--- src/rtl/core/srdc_pkg.sv ---
`default_nettype none

package srdc_pkg;

   localparam int ELEMENT_COUNT_DEF = 1024;
   localparam int VALUE_COUNT_DEF   = 1024;

   localparam int CMD_W  = 1;
   localparam int POS_W  = 10;
   localparam int VAL_W  = 10;
   localparam int RNG_W  = 10;
   localparam int TAG_W  = 16;
   localparam int DIST_W = 11;

   localparam logic CMD_LOAD = 1'b0;

   localparam int PC_W = 4;

   localparam logic [PC_W-1:0] S_CLR  = 4'd0;
   localparam logic [PC_W-1:0] S_IDLE = 4'd1;
   localparam logic [PC_W-1:0] S_DISP = 4'd2;
   localparam logic [PC_W-1:0] S_CHKB = 4'd3;
   localparam logic [PC_W-1:0] S_CHKE = 4'd4;
   localparam logic [PC_W-1:0] S_SEED = 4'd5;
   localparam logic [PC_W-1:0] S_MOVE = 4'd6;
   localparam logic [PC_W-1:0] S_ECRD = 4'd7;
   localparam logic [PC_W-1:0] S_ECWR = 4'd8;
   localparam logic [PC_W-1:0] S_RESP = 4'd9;
   localparam logic [PC_W-1:0] S_LD0  = 4'd10;
   localparam logic [PC_W-1:0] S_LORD = 4'd11;
   localparam logic [PC_W-1:0] S_LOWR = 4'd12;
   localparam logic [PC_W-1:0] S_LIRD = 4'd13;
   localparam logic [PC_W-1:0] S_LIWR = 4'd14;
   localparam logic [PC_W-1:0] S_LDW  = 4'd15;

   localparam int COND_W = 4;

   localparam logic [COND_W-1:0] C_NONE     = 4'd0;
   localparam logic [COND_W-1:0] C_ALWAYS   = 4'd1;
   localparam logic [COND_W-1:0] C_CLR_DONE = 4'd2;
   localparam logic [COND_W-1:0] C_REQ      = 4'd3;
   localparam logic [COND_W-1:0] C_LOAD     = 4'd4;
   localparam logic [COND_W-1:0] C_BAD      = 4'd5;
   localparam logic [COND_W-1:0] C_FILLED   = 4'd6;
   localparam logic [COND_W-1:0] C_SETTLED  = 4'd7;
   localparam logic [COND_W-1:0] C_RSP_FREE = 4'd8;
   localparam logic [COND_W-1:0] C_NO_COUNT = 4'd9;

   typedef struct packed {
      logic              ready;
      logic              clear;
      logic              seed;
      logic              pick;
      logic              elem_rd_pos;
      logic              cnt_rd;
      logic              cnt_src_new;
      logic              cnt_wr;
      logic              dir_set;
      logic              dir_in;
      logic              store_wr;
      logic              rsp_load;
      logic              hold;
      logic [COND_W-1:0] cond;
      logic [PC_W-1:0]   target;
   } uword_type;

   typedef struct packed {
      logic clr_done;
      logic req_valid;
      logic is_load;
      logic bad;
      logic filled;
      logic settled;
      logic rsp_free;
      logic no_count;
   } flags_type;

   function automatic uword_type ucode_rom(input logic [PC_W-1:0] pc);
      uword_type w;
      w = '0;
      unique case (pc)
         S_CLR: begin
            w.clear = 1'b1; w.cond = C_CLR_DONE; w.target = S_IDLE; w.hold = 1'b1;
         end
         S_IDLE: begin
            w.ready = 1'b1; w.cond = C_REQ; w.target = S_DISP; w.hold = 1'b1;
         end
         S_DISP: begin
            w.cond = C_LOAD; w.target = S_LD0;
         end
         S_CHKB: begin
            w.cond = C_BAD; w.target = S_RESP;
         end
         S_CHKE: begin
            w.cond = C_FILLED; w.target = S_MOVE;
         end
         S_SEED: begin
            w.seed = 1'b1; w.dir_set = 1'b1; w.dir_in = 1'b1;
            w.cond = C_ALWAYS; w.target = S_ECRD;
         end
         S_MOVE: begin
            w.pick = 1'b1; w.cond = C_SETTLED; w.target = S_RESP;
         end
         S_ECRD: begin
            w.cnt_rd = 1'b1; w.cond = C_NONE;
         end
         S_ECWR: begin
            w.cnt_wr = 1'b1; w.cond = C_ALWAYS; w.target = S_MOVE;
         end
         S_RESP: begin
            w.rsp_load = 1'b1; w.cond = C_RSP_FREE; w.target = S_IDLE; w.hold = 1'b1;
         end
         S_LD0: begin
            w.elem_rd_pos = 1'b1; w.dir_set = 1'b1; w.dir_in = 1'b0;
            w.cond = C_NO_COUNT; w.target = S_LDW;
         end
         S_LORD: begin
            w.cnt_rd = 1'b1; w.cond = C_NONE;
         end
         S_LOWR: begin
            w.cnt_wr = 1'b1; w.cond = C_NONE;
         end
         S_LIRD: begin
            w.cnt_rd = 1'b1; w.cnt_src_new = 1'b1; w.dir_set = 1'b1; w.dir_in = 1'b1;
            w.cond = C_NONE;
         end
         S_LIWR: begin
            w.cnt_wr = 1'b1; w.cond = C_NONE;
         end
         S_LDW: begin
            w.store_wr = 1'b1; w.cond = C_ALWAYS; w.target = S_IDLE;
         end
         default: begin
            w.cond = C_ALWAYS; w.target = S_IDLE;
         end
      endcase
      return w;
   endfunction

endpackage

`default_nettype wire

--- src/rtl/core/srdc_useq.sv ---
`default_nettype none

module srdc_useq (
   input  wire                        clock,
   input  wire                        reset,
   input  wire srdc_pkg::flags_type   flags,
   output srdc_pkg::uword_type        uw
);

   logic [srdc_pkg::PC_W-1:0] pc_ff;
   logic [srdc_pkg::PC_W-1:0] pc_in;
   logic                      cond_true;

   assign uw = srdc_pkg::ucode_rom(pc_ff);

   always_comb begin
      unique case (uw.cond)
         srdc_pkg::C_NONE:     cond_true = 1'b0;
         srdc_pkg::C_ALWAYS:   cond_true = 1'b1;
         srdc_pkg::C_CLR_DONE: cond_true = flags.clr_done;
         srdc_pkg::C_REQ:      cond_true = flags.req_valid;
         srdc_pkg::C_LOAD:     cond_true = flags.is_load;
         srdc_pkg::C_BAD:      cond_true = flags.bad;
         srdc_pkg::C_FILLED:   cond_true = flags.filled;
         srdc_pkg::C_SETTLED:  cond_true = flags.settled;
         srdc_pkg::C_RSP_FREE: cond_true = flags.rsp_free;
         srdc_pkg::C_NO_COUNT: cond_true = flags.no_count;
         default:              cond_true = 1'b0;
      endcase
   end

   always_comb begin
      if (cond_true) begin
         pc_in = uw.target;
      end else if (uw.hold) begin
         pc_in = pc_ff;
      end else begin
         pc_in = pc_ff + 1'b1;
      end
   end

   always_ff @(posedge clock) begin
      if (reset) begin
         pc_ff <= srdc_pkg::S_CLR;
      end else begin
         pc_ff <= pc_in;
      end
   end

endmodule

`default_nettype wire

--- config.mk ---
export PLATFORM = sky130hd
export DESIGN_NAME = srdc_useq
export DESIGN_NICKNAME = d
export VERILOG_FILES = /design/src/rtl/core/srdc_pkg.sv /design/src/rtl/core/srdc_useq.sv
export SDC_FILE = /design/constraint.sdc
export NUM_CORES = 1
export LEC_CHECK = 0
export ABC_CLOCK_PERIOD_IN_PS = 4600
export BUFFER_PORTS_ARGS = -buffer_cell sky130_fd_sc_hd__buf_2
export CORE_MARGIN = 5
export CORE_UTILIZATION = 52
export CTS_CLUSTER_DIAMETER = 80
export CTS_CLUSTER_SIZE = 28
export DETAILED_ROUTE_END_ITERATION = 12
export GPL_ROUTABILITY_DRIVEN = 0
export PLACE_DENSITY = 0.84
export SYNTH_ARGS = -nofsm -noshare
export SYNTH_HDL_FRONTEND = slang
export SYNTH_SLANG_ARGS = --single-unit
--- constraint.sdc ---
create_clock -name clock -period 4.6 [get_ports clock]
set_input_delay 0.92 -clock clock [delete_from_list [all_inputs] [get_ports clock]]
set_output_delay 0.92 -clock clock [all_outputs]
set_load 0.02 [all_outputs]
======== After elaboration in Yosys (flattened, before gate mapping) ========
Index checks and enable logic that the tools add are counted.
operators by class
  equality and inequality tests ........... 25
  order comparisons ....................... 0
  multiplexer cells ....................... 17
  reduce and logical (&&, ||, !) cells .... 10
  divide/modulo/power cells ............... 0
  multiply operators ...................... 0
  add/subtract/negate cells ............... 1
  bitwise logic cells ..................... 0
  shift operators ......................... 0
operators by type and width
  kind                                                  count
  equality test 4 bit (second input constant)           10
  case mux 4 bit (10 select lines)                      1
  equality test 4 x 3 -> 1 bit (second input constant)  8
  case mux 4 bit (7 select lines)                       1
  equality test 4 x 2 -> 1 bit (second input constant)  4
  OR reduction 3 bit                                    5
  two-way mux 1 bit                                     11
  case mux 1 bit (9 select lines)                       1
  equality test 4 x 1 -> 1 bit (second input constant)  2
  two-way mux 4 bit                                     2
  OR reduction 2 bit                                    3
  OR reduction 5 bit                                    1
  adder 4 x 1 -> 4 bit (second input constant)          1
  logical NOT 4 bit                                     1
  case mux 2 bit (2 select lines)                       1
  != test 2 x 1 -> 1 bit (second input constant)        1
storage, ports and cells
  latch bits .............................. 0
  memories ................................ 0
  memory bits (read-only) ................. 0
  memory bits (writable) .................. 0
  bits in registers ....................... 4
  input bits .............................. 10
  output and inout port bits .............. 21

======== Depth between registers and ports, before layout ========
Gate-level depths: netlist of the first run.
  depth in word-level cells ............... 6
  depth in mapped cells ................... 9

======== Worst setup path before layout of the first run ========
Ideal clock, no wire load.
  path type ............................... register -> output
  from .................................... register pc_ff[0] (netlist bit)
  to ...................................... output port uw[8] (netlist bit)
  arrival time ............................ 1.777 ns
  data required time ...................... 3.680 ns
  slack ................................... 1.903 ns
  buffers on the path ..................... 1
  cell stages (with the launch flop) ...... 7
  path through ............................ dfxtp_1 inv_1 ha_1 buf_6 nor3b_1 a21oi_1 inv_1
RTL lines
  what                      RTL line         RTL
  start: declaration        srdc_useq.sv:10  logic [srdc_pkg::PC_W-1:0] pc_ff;
  start signal: assignment  srdc_useq.sv:44  pc_ff <= srdc_pkg::S_CLR;
  start signal: assignment  srdc_useq.sv:46  pc_ff <= pc_in;
  end: declaration          srdc_useq.sv:7   output srdc_pkg::uword_type uw

==> reports/qor.csv, run 1 <==
stage,metric,value,unit
status,outcome,finished clean,
synth,synth.area.mux_share,5.37,%
floorplan,die_w,50.2,um
clock_network,root_buffer,clkbuf_4,
sta,fin_skew,0.146,ps
synth,synth_xor_area_share,3.13,%
floorplan,rows,14,
synth,ys_seq_area_share,9.55,%
clock_network,cts_resized,0,
cells_and_area,nNetsFinal,152,
floorplan,die_h,50.2,um
cells_and_area,diodes,0,
sta,fin_setup_tns,0,ps
drt,dr.pass1.iters,5,
clock_network,cts_sinks,4,
sta,min_period,3120,ps
cells_and_area,fillers,133,
synth,syn_area_per_cell,7.55,um2
drt,drc,0,
global_route,grt_start_max_net_pins,31,
cells_and_area,drive_gt1_share,31.9,%
clock_network,post_cts_buffers,0,
setup_path,end_kind,output pin,
synth,netlist_instances,111,
drt,via_per_inst,6.00,
cells_and_area,final_core_util,62.9,%
global_route,grt.total_usage,16.0,%
synth,synth_top_area_share,9.55,%
synth,synth_nets,126,
cells_and_area,largest_register_ffs,4,
sta,rsz0062_at_grt,no,
synth,synth.ff_latch_count,4,
drt,vias,906,
worst_hold_path,hold_class,flip-flop to flip-flop,
floorplan,start_util,55.0,%
cells_and_area,fin_cells,151,
sta,fmax,321,MHz
cells_and_area,synthToLayoutAreaGrowth,14.3,%
drt,final_antenna_net_count,0,
job,drv_cap,0,
cells_and_area,reg_top3,pc_ff (4),
synth,ys_types,43,
synth,synth-simple-area-share,28.2,%
floorplan,core_area,1520,um2
floorplan,die-area,2520,um2
global_route,grt_pass1_wl,3330,um
sta,slew_headroom,38.5,%
clock_network,postCtsHoldBufs,0,
sta,slew_violations,0,
place,dp_hpwl,1560,um
global_route,grt_pass1_vias,795,
setup_path,worstSetupPathType,flip-flop to output pin,
setup_path,crit_chain,nand2b_2 -> a31o_2 -> inv_2 -> a211o_1 -> nand2_1 -> buf_2,
synth,syn_area,838,um2
synth,synthAdderAreaFrac,7.46,%
synth,synth.area.top_cells,"dfxtp_1 9.6%, ha_1 7.5%, buf_6 6.7%",
synth,synth_top_family_by_area,compound AO/OA/AOI/OAI gates,
synth,yosysWarnings,0,
place,port_buffers,30,
drt,drt_iter0_drc,22,
clock_network,clock_latency,230,ps
sta,worst_pin_slew,922,ps
global_route,antenna_found_initial,0,
sta,worst_hold_slack,848,ps
clock_network,clk_path_buf_depth,2,
setup_path,crit_fanout,30,
place,place_inst,148,
drt,wl_per_cell,13.8,um
setup_path,crit_required,3680,ps
floorplan,ios,31,
clock_network,htreeDepth,1,
drt,drt_wl_total,2090,um
cells_and_area,regMostFlops,pc_ff,
clock_network,cts_buffers,3,
setup_path,cpPeakStageDelay,910,ps
global_route,overflow,0,
clock_network,cts_tree,yes,
synth,synth-compound-area-share,33.1,%
sta,setup_viol,0,
sta,finalHoldViolations,0,
setup_path,critPathSlowestCell,dfxtp_1,
clock_network,cts.clk_slew.worst_paths,40,ps
sta,fin_crit_sh,67.7,%
synth,synth_top_cell_by_area,dfxtp_1,
setup_path,crit_path_start_kind,flip-flop,
setup_path,arrival,2200,ps
## Yosys cell counts
cell type and number:
a311oi_1 3, nand3_1 3, mux2i_1 3, dfxtp_1 4, o211ai_1 2, a32oi_1 1
o22a_1 1, buf_2 1, or2_2 1, nor3b_1 4, mux2_4 1, and2_1 2
xnor2_1 2, inv_1 8, a31o_2 1, nor2b_1 6, xor2_1 1, nor2_1 6
nor4b_2 1, inv_2 2, nor3_1 2, o21ai_0 4, a221o_1 1, o21bai_1 1
a22o_4 1, nand2b_2 1, a31o_1 1, a2111o_1 1, ha_1 5, buf_6 5
nand4_1 1, a211o_1 3, nand2b_1 1, a211oi_1 4, a211oi_4 1, nand2_1 7
and3b_1 1, and3_1 4, o22ai_1 1, nor4_1 1, a21oi_1 8, clkbuf_1 3
a211oi_2 1
## metrics by stage
step	cell area, um2	setup slack, ps
2_1_floorplan	838	1900
4_1_cts	958	1510
3_5_place_dp	936	1750
6_report	958	1480
5_1_grt	958	1250
3_3_place_gp	936	1820
## cells in the final DEF, fill, tap and decap left out, drive strengths merged
master	n
a2111o	1
a211o	3
a211oi	6
a21oi	8
a221o	1
a22o	1
a311oi	3
a31o	2
a32oi	1
and2	2
and3	4
and3b	1
buf	30
clkbuf	3
dfxtp	4
ha	5
inv	10
mux2	1
mux2i	3
nand2	7
nand2b	2
nand3	3
nand4	1
nor2	6
nor2b	6
nor3	2
nor3b	4
nor4	1
nor4b	1
o211ai	2
o21ai	4
o21bai	1
o22a	1
o22ai	1
or2	1
xnor2	2
xor2	1
## routing by layer
| metal | part of all wire [%] | routed length [um] | vias to the layer above | track usage, % |
|---|---|---|---|---|
| met5 | 0 | 0 | - | 0 |
| met4 | 0.38 | 8 | 0 | 4.80 |
| met3 | 6.1 | 128 | 2 | 2.37 |
| met2 | 50 | 1050 | 31 | 27.8 |
| met1 | 43 | 904 | 419 | 20.2 |
| li1 | - | - | 454 | - |
## layout make-up
cell class                 count  area [um2]  area share (%)
tap                           16        20.0            2.09
timing repair buffer          30         150            15.7
multi-input combinational     88         648            67.6
sequential                     4        80.1            8.36
inverter                      10        37.5            3.92
clock buffer                   3        22.5            2.35
## kinds of logic after synthesis
family,after synthesis
compound gates,35
xor+xnor,3
fa+ha+maj,5
buf+inv,19
flops,4
mux,4
simple gates,41
## final timing paths
path	to	start	depth (start not counted)	slack [ps]
setup / recovery	uw[5]	pc_ff[2]$_SDFFE_PP0P_	6	1480
hold / removal	pc_ff[3]$_SDFFE_PP0P_	pc_ff[0]$_SDFFE_PP0P_	4	850
setup reg to reg	pc_ff[1]$_SDFFE_PP0P_	pc_ff[2]$_SDFFE_PP0P_	6	1860
hold reg to reg	pc_ff[3]$_SDFFE_PP0P_	pc_ff[0]$_SDFFE_PP0P_	4	850
## critical path: cells and delay by family, from the launching register on
kind	cells	cell delay (ps)
flip-flops	1	910
AO/OA/AOI/OAI	2	470
AND/OR/NAND/NOR	2	370
buffers and inverters	2	190
Power of run 1 is not shown: default switching activity piles up to over one toggle a cycle in this logic, so the estimate is an artifact.
==> run 2, diff against run 1 <==
- ABC_CLOCK_PERIOD_IN_PS: 4600 -> 2800
- CORE_UTILIZATION: 52 -> 44
- PLACE_DENSITY: 0.84 -> 0.75
- clock period: 4.6 -> 2.8 ns (I/O delays scaled with it)
==> run 2 against run 1 <==
  * Sequential share of layout area down 0.22 points
  * Cell count up 7.9%
  * First-iteration DRC count down 45%
  * Highest routed layer unchanged
  * Non-clock buffer count up 3
==> reports/qor.csv, run 2 (same netlist as run 1, synthesis figures left out) <==
stage,metric,value,unit
status,outcome,finished clean,
floorplan,ios,31,
place,port_buffers,30,
setup_path,cpMostUsedCell,inv_1,
cells_and_area,reg_top3,pc_ff (4),
sta,fin_setup_tns,0,ps
drt,final_antenna_net_count,0,
setup_path,crit_chain,inv_1 -> ha_1 -> buf_4 -> o211ai_1 -> o21ai_0 -> nor4_2 -> inv_1 -> buf_2,
clock_network,postCtsHoldBufs,0,
sta,slew_headroom,60.3,%
floorplan,die_h,53.7,um
setup_path,cp_num_cells,8,
cells_and_area,synthToLayoutAreaGrowth,19.3,%
worst_hold_path,hold_depth,2,
global_route,grt_start_max_net_pins,17,
global_route,grt.total_usage,16.2,%
clock_network,htreeDepth,1,
cells_and_area,largest_register_ffs,4,
sta,rsz0062_at_grt,no,
setup_path,critPathSlowestCell,dfxtp_1,
cells_and_area,fillers,187,
cells_and_area,drive_gt1_share,34.8,%
place,place_area,970,um2
setup_path,path_buf_inv,4,
drt,drt_iter0_drc,12,
setup_path,arrival,2030,ps
drt,dr.pass1.iters,4,
global_route,grt_pass1_wl,3470,um
global_route,antenna_found_initial,0,
cells_and_area,diodes,0,
sta,finalHoldViolations,0,
job,drv_cap,0,
cells_and_area,regMostFlops,pc_ff,
setup_path,end_kind,output pin,
cells_and_area,layout_commonest_cell,buf_2,
sta,fin_crit_sh,92.7,%
clock_network,clock_latency,240,ps
floorplan,die-area,2880,um2
sta,slew_violations,0,
floorplan,die_w,53.7,um
setup_path,cp_top_family,buffers and inverters,
setup_path,crit_path_start_kind,flip-flop,
floorplan,core_area,1760,um2
setup_path,crit_required,2240,ps
drt,drc,0,
clock_network,root_buffer,clkbuf_4,
worst_hold_path,hold_class,input pin to flip-flop,
drt,wl_per_cell,13.3,um
global_route,grt_pass1_vias,821,
setup_path,cpPeakStageDelay,400,ps
floorplan,rows,15,
clock_network,cts.clk_slew.worst_paths,40,ps
sta,fmax,385,MHz
clock_network,clk_path_buf_depth,2,
clock_network,cts_sinks,4,
sta,setup_viol,0,
cells_and_area,final_cell_mix,"30 x buf_2, 8 x inv_1, 8 x a21oi_1, 7 x nand2_1",
setup_path,rr_worst_depth,8,
drt,drt_wl_total,2170,um
clock_network,cts_tree,yes,
drt,via_per_inst,5.63,
cells_and_area,nNetsFinal,155,
floorplan,start_util,47.5,%
cells_and_area,final_cell_area,1000,um2
clock_network,cts_buffers,3,
sta,worst_pin_slew,595,ps
setup_path,worstSetupPathType,flip-flop to output pin,
place,dp_hpwl,1740,um
global_route,overflow,0,
setup_path,crit_fanout,8,
sta,fin_skew,7.88,ps
drt,vias,917,
sta,min_period,2590,ps
[run 2: cell types whose count changed in the layout (fill, tap and decap cells not counted), sizes merged]
| cell | delta |
|---|---|
| buf | +3 |
[run 2: worst reg2reg max path, cell delays in order (launching register included)]
cell and delay (ps):
dfxtp_1 340, inv_1 110, ha_1 400, a211oi_2 120, a211oi_4 450, mux2_4 340
a22o_4 280, a31o_1 220, a211oi_1 240
[run 2: what timing repair did]
action	4_1_cts	5_1_grt
buffers inserted	0	0
gates resized for setup	0	2
endpoints found under the setup margin	0	1
[run 2: stage by stage]
stage | hold WS (ps) | setup WS [ps] | cells | utilization [%]
2_1_floorplan | 633 | 403 | 111 | -
3_3_place_gp | 800 | 324 | 160 | 55.0
3_5_place_dp | 812 | 226 | 160 | 55.0
4_1_cts | 546 | 85.2 | 163 | 56.2
5_1_grt | 567 | 34.8 | 163 | 56.7
6_report | 553 | 205 | 163 | 56.7
[run 2: worst paths after layout]
path | startpoint | endpoint | slack, ps
worst max-delay path | pc_ff[0]$_SDFFE_PP0P_ | uw[0] | 210
worst min-delay path | reset | pc_ff[0]$_SDFFE_PP0P_ | 550
worst max register to register | pc_ff[1]$_SDFFE_PP0P_ | pc_ff[3]$_SDFFE_PP0P_ | 210
worst min register to register | pc_ff[0]$_SDFFE_PP0P_ | pc_ff[3]$_SDFFE_PP0P_ | 880
[run 2: layer usage]
metal  wire length [um]  GRT usage [%]  vias up
met5                  0              0        -
met3                 98           1.39        3
met2               1080           28.4       24
li1                   -              -      464
met1                964           19.9      426
met4                 29           7.66        0
[run 2: cell type report]
cell class / instances / area [um2] / share of cell area [%]
multi-input combinational: 88 / 654 / 65.5
timing repair buffer: 33 / 173 / 17.3
sequential: 4 / 81.3 / 8.14
inverter: 10 / 37.5 / 3.75
tap: 25 / 31.3 / 3.13
clock buffer: 3 / 22.5 / 2.25
Power of run 2 is left out for the same reason.
==> run 3, diff against run 2 <==
- CORE_UTILIZATION: 44 -> 46
- CTS_BUF_LIST: default -> sky130_fd_sc_hd__clkbuf_4
- PLACE_DENSITY: 0.75 -> 0.78
==> run 3 against run 2 <==
  * Final area decreased by 0.63%
  * Count of clock-buffer cells in the layout unchanged
  * Clock skew down 6.2 ps
  * Global-route usage rose by 0.29 points
  * Hold slack gained 24 ps
  * Maximum frequency down 4.4%
  * Sequential share of layout area is 0.051 points higher
  * Critical endpoint unchanged
  * Highest routed layer unchanged
==> reports/qor.csv, run 3 (same netlist as run 1, synthesis figures left out) <==
stage,metric,value,unit
global_route,grt.total_usage,16.5,%
setup_path,crit_required,2240,ps
sta,setup_viol,0,
global_route,overflow,0,
cells_and_area,synthToLayoutAreaGrowth,18.5,%
global_route,grtUsageMet3,1.99,%
cells_and_area,nNetsFinal,155,
setup_path,end_kind,output pin,
drt,drt_wl_total,2190,um
drt,dr.pass1.iters,4,
setup_path,cpMostUsedCell,inv_1,
clock_network,cts_sinks,4,
clock_network,cts_buffers,3,
drt,vias,903,
sta,fin_crit_sh,97.0,%
cells_and_area,reg_top3,pc_ff (4),
place,dp_hpwl,1720,um
sta,rsz0062_at_grt,no,
drt,drc,0,
clock_network,cts_tree,yes,
global_route,antenna_found_initial,0,
status,outcome,finished clean,
setup_path,cpPeakStageDelay,420,ps
sta,slew_headroom,64.1,%
sta,finalHoldViolations,0,
sta,fin_setup_tns,0,ps
cells_and_area,multi_input_area,648,um2
global_route,grt_pass1_vias,781,
cells_and_area,regArea,81.3,um2
cells_and_area,diodes,0,
floorplan,ios,31,
worst_hold_path,hold_class,input pin to flip-flop,
clock_network,htreeDepth,1,
cells_and_area,regMostFlops,pc_ff,
setup_path,crit_chain,inv_1 -> ha_1 -> buf_4 -> o211ai_1 -> o21ai_0 -> nor4_1 -> inv_1 -> buf_2,
sta,fmax,368,MHz
sta,min_period,2720,ps
drt,drt_iter0_drc,25,
job,drv_cap,0,
sta,fin_skew,1.66,ps
floorplan,die-area,2780,um2
floorplan,die_w,52.7,um
cells_and_area,drive_gt1_share,34.1,%
global_route,grt_pass1_wl,3470,um
drt,final_antenna_net_count,0,
setup_path,worstSetupPathType,flip-flop to output pin,
sta,worst_pin_slew,534,ps
floorplan,core_area,1730,um2
cells_and_area,final_cell_mix,"30 x buf_2, 8 x inv_1, 8 x a21oi_1, 7 x nand2_1",
global_route,grt_start_max_net_pins,20,
setup_path,crit_fanout,8,
floorplan,rows,15,
drt,wl_per_cell,13.5,um
clock_network,cts.clk_slew.worst_paths,40,ps
clock_network,post_cts_buffers,0,
floorplan,start_util,48.6,%
drt,via_per_inst,5.54,
clock_network,clock_latency,240,ps
sta,slew_violations,0,
global_route,grtUsageMet1,22.1,%
clock_network,clk_path_buf_depth,2,
global_route,grt_most_used_layer,met2,
cells_and_area,layout_commonest_cell,buf_2,
setup_path,crit_path_start_kind,flip-flop,
cells_and_area,largest_register_ffs,4,
cells_and_area,fillers,183,
global_route,grtUsageMet2,26.7,%
setup_path,arrival,2160,ps
clock_network,root_buffer,clkbuf_4,
floorplan,die_h,52.7,um
setup_path,critPathSlowestCell,nor4_1,
place,port_buffers,30,
## run 3: cell counts in the layout (fill, tap and decap cells not counted)
Identical to the previous run, type by type.
## run 3: metrics by stage
step / hold WS [ps] / util [%] / setup WS, ps / instances / area [um2]
floorplan: 633 / - / 403 / 111 / 838
global placement: 799 / 56.2 / 332 / 160 / 970
detailed placement: 818 / 56.2 / 237 / 160 / 970
CTS: 571 / 57.5 / 96.9 / 163 / 992
global route: 594 / 57.5 / 2.11 / 163 / 993
finish: 578 / 57.5 / 85.0 / 163 / 993
## run 3: layer usage
layer  routed length [um]  share of wire [%]
met1                 1020                 47
met2                 1050                 48
met3                   90                4.1
met4                   30                1.4
met5                    0                  0
## run 3: repair_timing
item	CTS	global route
gates resized for setup	0	1
setup endpoints to repair	0	1
hold buffers	0	0
## run 3: cell type report
class                   count  area share (%)
well taps                  25            3.15
clock buffers               3            2.27
repair buffers             33            17.4
inverters                  10            3.78
multi-input cells          88            65.2
flip-flops and latches      4            8.19
## run 3: final timing paths
| path | to | slack, ps | cells after the start | start |
|---|---|---|---|---|
| min | pc_ff[1]$_SDFFE_PP0P_ | 580 | 2 | reset |
| max reg2reg | pc_ff[3]$_SDFFE_PP0P_ | 240 | 8 | pc_ff[1]$_SDFFE_PP0P_ |
| max | uw[0] | 80 | 8 | pc_ff[0]$_SDFFE_PP0P_ |
| min reg2reg | pc_ff[2]$_SDFFE_PP0P_ | 870 | 4 | pc_ff[2]$_SDFFE_PP0P_ |
## run 3: critical path: cells and delay by family, from the launching register on
kind / cells / cell delay (ps)
buffers and inverters: 4 / 540
flip-flops: 1 / 390
adder cells (fa/ha/maj): 1 / 300
AND/OR/NAND/NOR: 1 / 420
AO/OA/AOI/OAI: 2 / 260
Power of run 3 is left out for the same reason.
